[config.mk]
export PLATFORM = sky130hd
export DESIGN_NAME = source_comment_stripper_core
export DESIGN_NICKNAME = d
export VERILOG_FILES = /design/src/rtl/scs_pkg.sv /design/src/rtl/source_comment_stripper_core.sv /design/src/rtl/scs_step.sv
export SDC_FILE = /design/constraint.sdc
export NUM_CORES = 1
export LEC_CHECK = 0
export BUFFER_PORTS_ARGS = -buffer_cell sky130_fd_sc_hd__buf_4
export CAP_MARGIN = 20
export CORE_MARGIN = 2
export CORE_UTILIZATION = 55
export CTS_BUF_LIST = sky130_fd_sc_hd__clkbuf_4 sky130_fd_sc_hd__clkbuf_8
export DETAILED_ROUTE_END_ITERATION = 8
export PLACE_DENSITY = 0.77
export REMOVE_ABC_BUFFERS = 1
export SLEW_MARGIN = 20
export SYNTH_ARGS = -nofsm -noshare
export SYNTH_HDL_FRONTEND = slang
export SYNTH_SLANG_ARGS = --single-unit
[constraint.sdc]
create_clock -name clock -period 5.05 [get_ports clock]
set_input_delay 0.7575 -clock clock [delete_from_list [all_inputs] [get_ports clock]]
set_output_delay 0.7575 -clock clock [all_outputs]
set_load 0.02 [all_outputs]
[src/rtl/scs_pkg.sv]
// Shared types, character codes and decode tables of the source comment stripper.
package scs_pkg;

   // Code points are held at 26 bits: enough for any four-byte UTF-8 accumulation.
   localparam int CP_W      = 26;
   localparam int MAX_RES   = 3;
   localparam int RES_SLOTS = 4;

   typedef logic [CP_W-1:0] cp_type;

   // Configuration register indexes.
   localparam logic CSR_SOURCE_IS_UTF8 = 1'b0;
   localparam logic CSR_STRIP_COMMENTS = 1'b1;

   typedef enum logic [2:0] {
      MODE_NORMAL,
      MODE_SLASH,
      MODE_LINE,
      MODE_BLOCK,
      MODE_BSTAR,
      MODE_STRING,
      MODE_ESC
   } scan_mode_type;

   localparam logic [1:0] QUOTE_NONE     = 2'd0;
   localparam logic [1:0] QUOTE_SINGLE   = 2'd1;
   localparam logic [1:0] QUOTE_DOUBLE   = 2'd2;
   localparam logic [1:0] QUOTE_BACKTICK = 2'd3;

   localparam cp_type CP_LF        = 26'h0A;
   localparam cp_type CP_CR        = 26'h0D;
   localparam cp_type CP_DQUOTE    = 26'h22;
   localparam cp_type CP_SQUOTE    = 26'h27;
   localparam cp_type CP_STAR      = 26'h2A;
   localparam cp_type CP_SLASH     = 26'h2F;
   localparam cp_type CP_BACKSLASH = 26'h5C;
   localparam cp_type CP_BACKTICK  = 26'h60;
   localparam cp_type CP_LS        = 26'h2028;
   localparam cp_type CP_PS        = 26'h2029;

   localparam logic [7:0] CH_LF        = 8'h0A;
   localparam logic [7:0] CH_CR        = 8'h0D;
   localparam logic [7:0] CH_SLASH     = 8'h2F;
   localparam logic [7:0] CH_BACKSLASH = 8'h5C;

   typedef struct packed {
      scan_mode_type scan_mode;
      logic [1:0]    open_quote;
      logic [7:0]    last_emitted;
      logic          any_emitted;
      cp_type        decode_acc;
      logic [1:0]    bytes_remaining;
      logic [2:0]    sequence_length;
      logic          cr_pending;
      logic          failed;
   } state_type;

   localparam state_type STATE_RESET = '{
      scan_mode:       MODE_NORMAL,
      open_quote:      QUOTE_NONE,
      last_emitted:    8'h00,
      any_emitted:     1'b0,
      decode_acc:      '0,
      bytes_remaining: 2'd0,
      sequence_length: 3'd0,
      cr_pending:      1'b0,
      failed:          1'b0
   };

   typedef struct packed {
      logic [7:0] out_char;
      logic       out_has_char;
      logic       out_error;
      logic       out_last;
   } result_type;

   typedef result_type [RES_SLOTS-1:0] result_vec_type;

   // Outcome of one request: the next scanner state and its group of results.
   typedef struct packed {
      state_type      s;
      result_vec_type r;
      logic [1:0]     n;
   } work_type;

   function automatic cp_type utf8_offset(input logic [2:0] len);
      cp_type off;
      unique case (len)
         3'd2:    off = 26'h0003080;
         3'd3:    off = 26'h00E2080;
         3'd4:    off = 26'h3C82080;
         default: off = '0;
      endcase
      return off;
   endfunction

   function automatic cp_type quote_char(input logic [1:0] q);
      cp_type ch;
      unique case (q)
         QUOTE_SINGLE:   ch = CP_SQUOTE;
         QUOTE_DOUBLE:   ch = CP_DQUOTE;
         QUOTE_BACKTICK: ch = CP_BACKTICK;
         default:        ch = '0;
      endcase
      return ch;
   endfunction

endpackage

[src/rtl/source_comment_stripper_core.sv]
// Top level of the source comment stripper: request register, scan step and result queue.
// A request is registered, scanned by the scan step, and its result group is registered
// into the result queue, which drives rsp_.
// Throughput: one request per cycle while each request gives at most one result and rsp_ready
// is high; more results hold the scan stage while the group drains one a cycle on rsp_ready.
// Reset (synchronous): both settings return to 1 and the scanner returns to plain text.
module source_comment_stripper_core (
   input  logic       clock,
   input  logic       reset,
   input  logic       csr_wr_en,
   input  logic       csr_index,
   input  logic       csr_wdata,
   input  logic       req_valid,
   output logic       req_ready,
   input  logic [7:0] req_in_byte,
   input  logic       req_in_last,
   output logic       rsp_valid,
   input  logic       rsp_ready,
   output logic [7:0] rsp_out_char,
   output logic       rsp_out_has_char,
   output logic       rsp_out_error,
   output logic       rsp_out_last
);
   import scs_pkg::*;

   logic           utf8_ff, strip_ff;
   logic           in_valid_ff, in_valid_in;
   logic [7:0]     in_byte_ff;
   logic           in_last_ff;
   state_type      state_ff;
   result_vec_type grp_ff;
   logic [1:0]     grp_cnt_ff, grp_ptr_ff, grp_ptr_in;
   work_type       step;
   logic           drain_done, advance;
   result_type     cur;

   scs_step u_step (
      .st             (state_ff),
      .source_is_utf8 (utf8_ff),
      .strip_comments (strip_ff),
      .in_byte        (in_byte_ff),
      .in_last        (in_last_ff),
      .step           (step)
   );

   assign rsp_valid  = (grp_ptr_ff != grp_cnt_ff);
   assign grp_ptr_in = 2'(grp_ptr_ff + 2'd1);
   // The group slot is free when it is empty or once its last result leaves in this cycle.
   assign drain_done = !rsp_valid || (rsp_ready && grp_ptr_in == grp_cnt_ff);
   assign advance    = in_valid_ff && drain_done;
   assign req_ready  = !in_valid_ff || advance;
   assign in_valid_in = req_ready ? req_valid : in_valid_ff;

   assign cur              = grp_ff[grp_ptr_ff];
   assign rsp_out_char     = cur.out_char;
   assign rsp_out_has_char = cur.out_has_char;
   assign rsp_out_error    = cur.out_error;
   assign rsp_out_last     = cur.out_last;

   always_ff @(posedge clock) begin
      if (reset) begin
         utf8_ff  <= 1'b1;
         strip_ff <= 1'b1;
      end else if (csr_wr_en) begin
         unique case (csr_index)
            CSR_SOURCE_IS_UTF8: utf8_ff  <= csr_wdata;
            CSR_STRIP_COMMENTS: strip_ff <= csr_wdata;
            default:            utf8_ff  <= utf8_ff;
         endcase
      end
   end

   always_ff @(posedge clock) begin
      if (reset) begin
         in_valid_ff <= 1'b0;
         state_ff    <= STATE_RESET;
         grp_cnt_ff  <= 2'd0;
         grp_ptr_ff  <= 2'd0;
      end else begin
         in_valid_ff <= in_valid_in;
         if (advance) begin
            state_ff   <= step.s;
            grp_cnt_ff <= step.n;
            grp_ptr_ff <= 2'd0;
         end else if (rsp_valid && rsp_ready) begin
            grp_ptr_ff <= grp_ptr_in;
         end
      end
   end

   always_ff @(posedge clock) begin
      if (req_valid && req_ready) begin
         in_byte_ff <= req_in_byte;
         in_last_ff <= req_in_last;
      end
      if (advance) begin
         grp_ff <= step.r;
      end
   end

endmodule

[src/rtl/scs_step.sv]
// Combinational decode and comment scan of one registered source byte.
module scs_step (
   input  scs_pkg::state_type st,
   input  logic               source_is_utf8,
   input  logic               strip_comments,
   input  logic [7:0]         in_byte,
   input  logic               in_last,
   output scs_pkg::work_type  step
);
   import scs_pkg::*;

   function automatic work_type push(input work_type w, input logic [7:0] ch,
                                     input logic has, input logic err);
      work_type o;
      o = w;
      if (o.n != 2'(MAX_RES)) begin
         o.r[o.n] = '{out_char: ch, out_has_char: has, out_error: err, out_last: err};
         o.n      = 2'(o.n + 2'd1);
      end
      return o;
   endfunction

   function automatic work_type put(input work_type w, input logic [7:0] ch);
      work_type o;
      o = w;
      if (!o.s.failed) begin
         o = push(o, ch, 1'b1, 1'b0);
         o.s.last_emitted = ch;
         o.s.any_emitted  = 1'b1;
      end
      return o;
   endfunction

   function automatic work_type keep(input work_type w, input cp_type c);
      work_type o;
      o = w;
      if (!o.s.failed) begin
         if (|c[CP_W-1:8]) begin
            o          = push(o, 8'h00, 1'b0, 1'b1);
            o.s.failed = 1'b1;
         end else begin
            o = put(o, c[7:0]);
         end
      end
      return o;
   endfunction

   function automatic logic is_term(input cp_type c);
      return (c == CP_CR) || (c == CP_LF) || (c == CP_LS) || (c == CP_PS);
   endfunction

   function automatic work_type string_char(input work_type w, input cp_type c);
      work_type o;
      o = keep(w, c);
      if (!o.s.failed) begin
         if (c == quote_char(o.s.open_quote)) o.s.scan_mode = MODE_NORMAL;
         else if (c == CP_BACKSLASH)           o.s.scan_mode = MODE_ESC;
      end
      return o;
   endfunction

   function automatic work_type normal_char(input work_type w, input cp_type c);
      work_type o;
      o = w;
      if (c == CP_SQUOTE || c == CP_DQUOTE || c == CP_BACKTICK) begin
         if (c == CP_SQUOTE)      o.s.open_quote = QUOTE_SINGLE;
         else if (c == CP_DQUOTE) o.s.open_quote = QUOTE_DOUBLE;
         else                     o.s.open_quote = QUOTE_BACKTICK;
         o.s.scan_mode = MODE_STRING;
         o = put(o, c[7:0]);
      end else if (c == CP_SLASH) begin
         o.s.scan_mode = MODE_SLASH;
      end else begin
         o = keep(o, c);
      end
      return o;
   endfunction

   // Inside a block comment every line terminator becomes one LF.
   function automatic work_type block_body(input work_type w, input cp_type c);
      work_type o;
      o = w;
      if (c == CP_STAR) begin
         o.s.scan_mode = MODE_BSTAR;
      end else if (c == CP_CR) begin
         o = put(o, CH_LF);
         o.s.cr_pending = 1'b1;
      end else if (is_term(c)) begin
         o = put(o, CH_LF);
      end
      return o;
   endfunction

   function automatic work_type scan_char(input work_type w, input cp_type c);
      work_type o;
      o = w;
      unique case (o.s.scan_mode)
         MODE_SLASH: begin
            o.s.scan_mode = MODE_NORMAL;
            if (c == CP_SLASH &&
                (!o.s.any_emitted || o.s.last_emitted != CH_BACKSLASH)) begin
               o.s.scan_mode  = MODE_LINE;
               o.s.cr_pending = 1'b0;
            end else if (c == CP_STAR) begin
               o.s.scan_mode  = MODE_BLOCK;
               o.s.cr_pending = 1'b0;
            end else begin
               o = put(o, CH_SLASH);
               o = keep(o, c);
            end
         end
         MODE_LINE: begin
            if (o.s.cr_pending) begin
               o.s.cr_pending = 1'b0;
               o.s.scan_mode  = MODE_NORMAL;
               if (c == CP_LF) begin
                  o = put(o, CH_LF);
               end else begin
                  o = put(o, CH_CR);
                  o = normal_char(o, c);
               end
            end else if (c == CP_CR) begin
               o.s.cr_pending = 1'b1;
            end else if (is_term(c)) begin
               o.s.scan_mode = MODE_NORMAL;
               o = keep(o, c);
            end
         end
         MODE_BLOCK: begin
            if (o.s.cr_pending && c == CP_LF) begin
               o.s.cr_pending = 1'b0;
            end else begin
               o.s.cr_pending = 1'b0;
               o = block_body(o, c);
            end
         end
         MODE_BSTAR: begin
            if (c == CP_SLASH) begin
               o.s.scan_mode = MODE_NORMAL;
            end else if (c != CP_STAR) begin
               o.s.scan_mode = MODE_BLOCK;
               o = block_body(o, c);
            end
         end
         MODE_STRING: begin
            o = string_char(o, c);
         end
         MODE_ESC: begin
            o.s.scan_mode = MODE_STRING;
            if (c == quote_char(o.s.open_quote) || c == CP_BACKSLASH) o = put(o, c[7:0]);
            else o = string_char(o, c);
         end
         default: begin
            o.s.scan_mode = MODE_NORMAL;
            o = normal_char(o, c);
         end
      endcase
      return o;
   endfunction

   always_comb begin
      work_type   w;
      logic       have;
      cp_type     c;
      logic [2:0] len;
      w.s  = st;
      w.r  = '0;
      w.n  = 2'd0;
      have = 1'b0;
      c    = '0;
      len  = 3'd1;
      if (st.failed) begin
         if (in_last) w.s = STATE_RESET;
      end else begin
         if (!source_is_utf8) begin
            w.s.bytes_remaining = 2'd0;
            c    = CP_W'(in_byte);
            have = 1'b1;
         end else if (st.bytes_remaining != 2'd0) begin
            w.s.decode_acc      = CP_W'({st.decode_acc, 6'd0}) + CP_W'(in_byte);
            w.s.bytes_remaining = 2'(st.bytes_remaining - 2'd1);
            if (w.s.bytes_remaining == 2'd0) begin
               c    = w.s.decode_acc - utf8_offset(st.sequence_length);
               have = 1'b1;
            end
         end else begin
            priority if (in_byte[7:5] == 3'b110)  len = 3'd2;
            else if (in_byte[7:4] == 4'b1110)    len = 3'd3;
            else if (in_byte[7:3] == 5'b11110)   len = 3'd4;
            else                                 len = 3'd1;
            if (len == 3'd1) begin
               c    = CP_W'(in_byte);
               have = 1'b1;
            end else begin
               w.s.decode_acc      = CP_W'(in_byte);
               w.s.sequence_length = len;
               w.s.bytes_remaining = 2'(len - 3'd1);
            end
         end

         if (have) begin
            if (strip_comments) w = scan_char(w, c);
            else                w = keep(w, c);
         end

         if (in_last) begin
            if (!w.s.failed) begin
               if (w.s.scan_mode == MODE_SLASH) begin
                  w = put(w, CH_SLASH);
               end else if (w.s.scan_mode == MODE_LINE && w.s.cr_pending) begin
                  w = put(w, CH_CR);
               end
            end
            if (w.n == 2'd0) begin
               w.r[0] = '{out_char: 8'h00, out_has_char: 1'b0, out_error: 1'b0,
                          out_last: 1'b1};
               w.n    = 2'd1;
            end else begin
               w.r[2'(w.n - 2'd1)].out_last = 1'b1;
            end
            w.s = STATE_RESET;
         end
      end
      step = w;
   end

endmodule
After elaboration in Yosys (flattened, before gate mapping)
Cells that the tools add are included.

operators by class
  reductions and logical operators = 31
  order comparisons = 9
  add/sub/neg operators = 9
  eq/ne operators = 45
  bitwise gates (word level) = 13
  mux-type cells = 158

operators with widths
  kind                  number
  $mux 93               32
  $mux 88               17
  $mux 26               24
  $pmux 93 s6           1
  $mux 46               11
  $mux 47               6
  $bwmux 44             3
  $mux 31               4
  $eq 26x6->1 const B   4
  $mux 45               2
  $mux 90               1
  $demux 11 s2          4
  $mux 28               3
  $mux 42               2
  $eq 26x26->1          3
  $pmux 26 s3           1
  $and 36x36->36        2
  $not 36->36           2
  $pmux 7 s3            3
  $mux 3                20
  $mux 11               5
  $eq 26x14->1 const B  2
  $eq 26x4->1 const B   2
  $eq 26x7->1 const B   2
  other kinds (39)      109

word-level totals
  register bits after elaboration = 107

Depth between registers and ports, before layout
  depth in word-level cells = 60
  depth in mapped cells = 23
  depth with buffers taken out = 20

Hierarchy
A second synthesis with hierarchy kept.

second synthesis, totals
  cell total of the unflattened synthesis = 1,143
  area total of the unflattened synthesis = 9,392.8 sq um

by module, submodules not included
  module                        cells an instance  area an instance (sq um)  times used  sequential area each (sq um)
  scs_step                      831                5,098.6                   1           0.0
  source_comment_stripper_core  312                4,294.1                   1           2,672.6

Worst setup path after synthesis
No wires, ideal clock.

  path type = register to register
  from = register in_byte_ff[6]
  to = register grp_ff[15] (netlist name) (data pin)
  slack = -522 ps
  stages on the path, launching flop included = 22
  required time = 4,796 ps
  arrival = 5,318 ps
  setup time = 254 ps
  cell sequence = edfxtp_1 > ha_1 > fa_1 > clkbuf_1 > nand4_1 > nor3_1 > nand2_1 > xnor2_1 > ha_1 > a21o_1 > a21oi_1 > o21ai_0 > a221o_1 > or3_4 > a2111oi_4 > a21oi_2 > buf_6 > a22o_1 > a211oi_2 > nor2_1 > nor4b_1 > o21a_1

on the way
  cells in the longest elaborated chain, start to end = 40
  elaborated cells between the ends (all ways) = 135

ends and longest elaborated chain
  item                                                                    RTL line                            text
  start, declared                                                         source_comment_stripper_core.sv:28  logic [7:0] in_byte_ff;
  start signal, assigned                                                  source_comment_stripper_core.sv:93  in_byte_ff <= req_in_byte;
  parallel branches: the longest is 23 deep, another holds $add 26x8->26  -
  $mux 93 *                                                               scs_step.sv:201                     if (have) begin
  $mux 93 *                                                               scs_step.sv:172                     if (st.failed) begin
  $lt 2x3->1 (not written as such) or $ge 2x1->1 (tied branches)          scs_step.sv:17                      o.r[o.n] = '{out_char: ch, out_has_char: has, out_error: err, out_last: err};
  $logic_and 1x1->1 (not written as such)                                 scs_step.sv:17
  $mux 11 (not written as such)                                           scs_step.sv:17
  $demux 11 s2                                                            -
  $not 28->28 (no line)                                                   -
  [... 2 more ...]                                                        -
  $mux 46                                                                 scs_step.sv:210                     end else if (w.s.scan_mode == MODE_LINE && w.s.cr_pending) begin
  $mux 46                                                                 scs_step.sv:208                     if (w.s.scan_mode == MODE_SLASH) begin
  $mux 46                                                                 scs_step.sv:207                     if (!w.s.failed) begin
  $mux 46                                                                 scs_step.sv:206                     if (in_last) begin
  $mux 46                                                                 scs_step.sv:172
  $bwmux 44                                                               scs_step.sv:219                     w.r[2'(w.n - 2'd1)].out_last = 1'b1;
  $mux 33                                                                 scs_step.sv:214                     if (w.n == 2'd0) begin
  $mux 93 *                                                               scs_step.sv:206
  end signal, assigned                                                    source_comment_stripper_core.sv:97  grp_ff <= step.r;
  end, declared                                                           source_comment_stripper_core.sv:31  result_vec_type grp_ff;

Mark *: on every way between the ends. The select of a mux whose other input is x is not followed.
A chain may end at the register's enable or synchronous reset.

Final worst setup path
  from = register in_byte_ff[6]
  to = register grp_ff[16] (netlist name) (data pin)

on the way
  cells in the longest elaborated chain, start to end = 39
  elaborated cells between the ends (all ways) = 134

ends and longest elaborated chain
  item                                                                    RTL line         text
  parallel branches: the longest is 23 deep, another holds $add 26x8->26  -
  $mux 93 *                                                               scs_step.sv:201
  $mux 93 *                                                               scs_step.sv:172
  $lt 2x3->1 (not written as such) or $ge 2x1->1 (tied branches)          scs_step.sv:17
  $logic_and 1x1->1 (not written as such)                                 scs_step.sv:17
  $mux 11 (not written as such)                                           scs_step.sv:17
  $demux 11 s2                                                            -
  $or 16x16->16 (no line)                                                 -
  $mux 46                                                                 scs_step.sv:16   if (o.n != 2'(MAX_RES)) begin
  $mux 46                                                                 scs_step.sv:210
  $mux 46                                                                 scs_step.sv:208
  $mux 46                                                                 scs_step.sv:207
  $mux 46                                                                 scs_step.sv:206
  $mux 46                                                                 scs_step.sv:172
  $bwmux 44                                                               scs_step.sv:219
  $mux 33                                                                 scs_step.sv:214
  $mux 93 *                                                               scs_step.sv:206

Marks and branches as above.

==> parameters.txt <==
Parameter                              Value

STA
  Hold violation count in the final report    0
  Clock skew    12.2 ps
  Period Utilization, post-route    1.02
  Final-report max-slew violation count    0
  Number of endpoints failing setup at the final stage    14
  Achievable clock frequency    195 MHz
  Slew at the pin closest to its max-slew limit    1030 ps
  Worst-case headroom to the max-slew limit    0.313
  Final worst path period need    about 5000 ps
  Unrepaired setup endpoints after global routing    yes
  Final Worst Setup Slack    -89.0 ps

Synthesis
  Leading register cell type out of synthesis    dfxtp_1
  Average size of a mapped cell    between 7 and 8 um2
  Cell count after synthesis    roughly 920
  EDFF count, synth    35
  Yosys cell types    89
  Flop and latch count out of synthesis    83
  Post-synthesis sequential area ratio    0.288
  Post-synth top area cell    edfxtp_1
  Synth top area share    0.150
  Yosys warnings    0
  Netlist Area Pre-Place    roughly 7000 um2
  Async set-reset flop share out of synthesis    0
  Largest cells by area after synthesis    edfxtp_1 (15%), dfxtp_1 (14%), nand2_1 (5.6%), a21oi_1 (5.5%), nor2_1 (5.4%)

Setup path
  Logic depth of the worst register-to-register path    18
  Type of element capturing the critical path    flop
  Worst endpoint data arrival time    roughly 5300 ps
  First element of the critical path    in_byte_ff[6]
  Critical path capture point    grp_ff[16]
  Endpoint of the most critical register-to-register path    grp_ff[16]
  CP Launch Type    flop
  Worst EP required    5170 ps
  Worst reg2reg startpoint    in_byte_ff[6]
  Critical-path maximum fanout    7
  Class of the most critical setup path    flop to flop
  Reg-to-reg slack, setup    -90 ps

Power and ir drop
  Power density over cell area    204 nW/um2
  IR Drop Worst-Case VDD    between 0.0002 and 0.00025 V
  Leakage power figure    3.49 nW
  Total power after layout    0.00185 W

Status
  Violations in the final reports    negative setup slack
  Status    complete, but fails checks

Cells and area
  Layout area overhead    29.5%
  Number of nets in the finished design    1076
  Final Cell Area    about 9100 um2
  Share of layout cells above drive strength 1    0.276
  Diodes inserted    0

Global routing
  Grt total ovfl    0
  Wire length of the first global-routing pass    approximately 37 mm
  Number of global-route vias before repair    ~7.1k
  Antenna violations before repair    0
  GRT Overall Usage    0.347
  Largest net degree at the start of global routing    48

Min path
  Hold Crit Class    flop to flop

Clock tree
  Post-cts hold buffer count    0
  Clock Sink Count    a little over 80
  Clock-pin slew reported for the worst setup and hold paths after clock tree synthesis    90 ps
  Root buffer selected by CTS    clkbuf_8
  CTS tree    built
  Number of buffers inserted during clock tree synthesis    9
  Source-to-sink clock delay at the later pin of the worst-skew pair    approximately 380 ps
  Max Root-Sink Buffers    2
  # H-tree levels    3

Drt
  Per-cell routed wire length    around 20 um
  Number of vias per cell    between 6 and 7
  Detailed Route WL    24.8 mm
  DRC violation count after routing    0
  DR iter-0 viols    around 1.1k
  Vias    around 7.9k
  Antenna Violating Nets Remaining    0
  Length of the first detailed-routing pass in iterations    5

Placed design
  Placed instance area    just over 8000 um2
  Number of port buffers    28
  Weighted congestion at the end of routability-driven global placement    roughly 1.0
  Post-DP HPWL    17.3 mm

Floorplan
  Area of the core    about 13000 um2
  Die area    approximately 14000 um2
  Initial Utilization    0.559
  Num ports    29
  Die boundary width    between 100 and 150 um
  Overall die height    117 um
  Row count    just over 40

Run
  Maximum Capacitance Violations    0
-- worst min path at each step --
stage / endpoint / slack [ps] / cells after the start / startpoint
after floorplan: state_ff[7] / 430 / 2 / state_ff[7]
after global placement: state_ff[7] / 450 / 2 / state_ff[7]
after detailed placement: state_ff[7] / 450 / 2 / state_ff[7]
after CTS: state_ff[7] / 460 / 2 / state_ff[7]
after global routing: state_ff[7] / 520 / 2 / state_ff[7]
final: state_ff[24] / 490 / 2 / state_ff[24]
-- logic make-up (layout without fill, tap and decap cells) --
| group | count (synthesis) | in the layout | synth area share |
|---|---|---|---|
| AOI/OAI and AO/OA | 294 | 295 | 0.288 |
| xor gates and xnor gates | 35 | 35 | 0.0438 |
| adders and majority gates | 17 | 17 | 0.0315 |
| buffers and inverters | 75 | 203 | 0.0438 |
| DFF | 83 | 83 | 0.288 |
| muxes | 18 | 18 | 0.0275 |
| other | 1 | 4 | 0.000536 |
| and+or+nand+nor | 393 | 393 | 0.278 |
-- where the power goes --
group          switching (W)  total, W  internal [W]
sequential         0.0000287  0.000770      0.000741
combinational       0.000366  0.000624      0.000257
clock               0.000273  0.000455      0.000182
total               0.000668   0.00185       0.00118
-- per-layer routing --
metal / GRT usage / wire length [um]
met1: 0.498 / 10400
met5: 0 / 0
met3: 0.0623 / 2540
met2: 0.523 / 10900
met4: 0.129 / 850
-- worst max-delay path, stage by stage (launching register included) --
cell and delay (ps):
edfxtp_1 450, ha_4 200, fa_2 410, and4_4 200, nand2_4 90, xnor2_4 80, ha_4 180, a2111o_1 390
a2111o_1 470, a221o_1 350, or3_4 370, a2111oi_4 350, buf_4 210, a21oi_4 110, a2bb2oi_2 340, nor3_4 90
a21bo_4 260, nand4_1 210, o21ai_0 130
-- final cells by class --
cell class	count	area, um2
clock buffers	9	124
clock inverters	7	51.3
fillers	997	3460
inverters	18	67.6
multi-input cells	762	5280
flip-flops and latches	83	2010
well taps	172	215
repair buffers	169	1310
-- repair_timing --
item | in CTS | in global routing
setup buffers | 5 | 18
pin swaps | 13 | 71
setup endpoints to repair | 33 | 36
gates resized for setup | 24 | 108
cloned | 1 | 1
-- layout by cell type, fill, tap and decap left out, types with 9 or more instances in the layout --
master      n
a21oi_1    69
a21boi_0    9
o21ai_0    44
a31oi_1    10
o21ai_1    16
buf_6       9
inv_1      18
ha_1       11
clkbuf_8    9
dfxtp_1    48
nand3_1    40
o211ai_1   12
nor3_1     19
xnor2_1    15
mux2i_1    17
buf_4     158
nor2_1     92
and3_1      9
and2_1     13
edfxtp_1   35
nor2b_1    16
nand2_1   101
xor2_1     14
a21oi_2     9
o21a_1     11
nand2b_1   11
-- cells in the mapped netlist (4+ instances only) --
master     number
a2111oi_0       6
dfxtp_1        48
inv_1          18
and3_1          9
nand3_1        42
o22ai_1         6
o2111ai_1       4
a22o_1          6
nor3_1         26
buf_2           5
nor2b_1        16
a21boi_0        9
mux2i_1        17
a22oi_1         5
a211oi_1       11
o21ai_1         9
nand2_1       105
o21a_1         11
a31oi_1        10
nand3b_1        5
nand2b_1       11
nand4_1         8
nor3b_1         7
o21ai_0        57
or2_2           4
nand4b_1        6
and2_1         14
o211ai_1       12
xnor2_1        20
nor4_1          9
a2111o_1        4
a41oi_1         4
a21oi_1        77
nor2_1        101
ha_1           16
or3_1          11
a21o_1          8
a31o_2          4
clkbuf_1       47
xor2_1         15
edfxtp_1       35
-- through the flow --
step	TNS [ps]	setup WS, ps	util	hold slack [ps]	std cells
3_5_place_dp	-5150	-275	0.646	449	1181
6_report	-652	-89.0	0.724	493	1220
3_3_place_gp	-1700	-153	0.646	449	1181
4_1_cts	0	0.361	0.673	464	1203
5_1_grt	-5050	-263	0.724	517	1220
2_1_floorplan	-26950	-926	-	430	862
-- registers in the layout (all words and copies together) (netlist names) --
signal / flops
grp_cnt_ff: 2
utf8_ff: 1
in_byte_ff: 8
state_ff: 41
grp_ptr_ff: 2
in_valid_ff: 1
in_last_ff: 1
strip_ff: 1
grp_ff: 26
No activity file was read; power rests on OpenSTA's default activity.
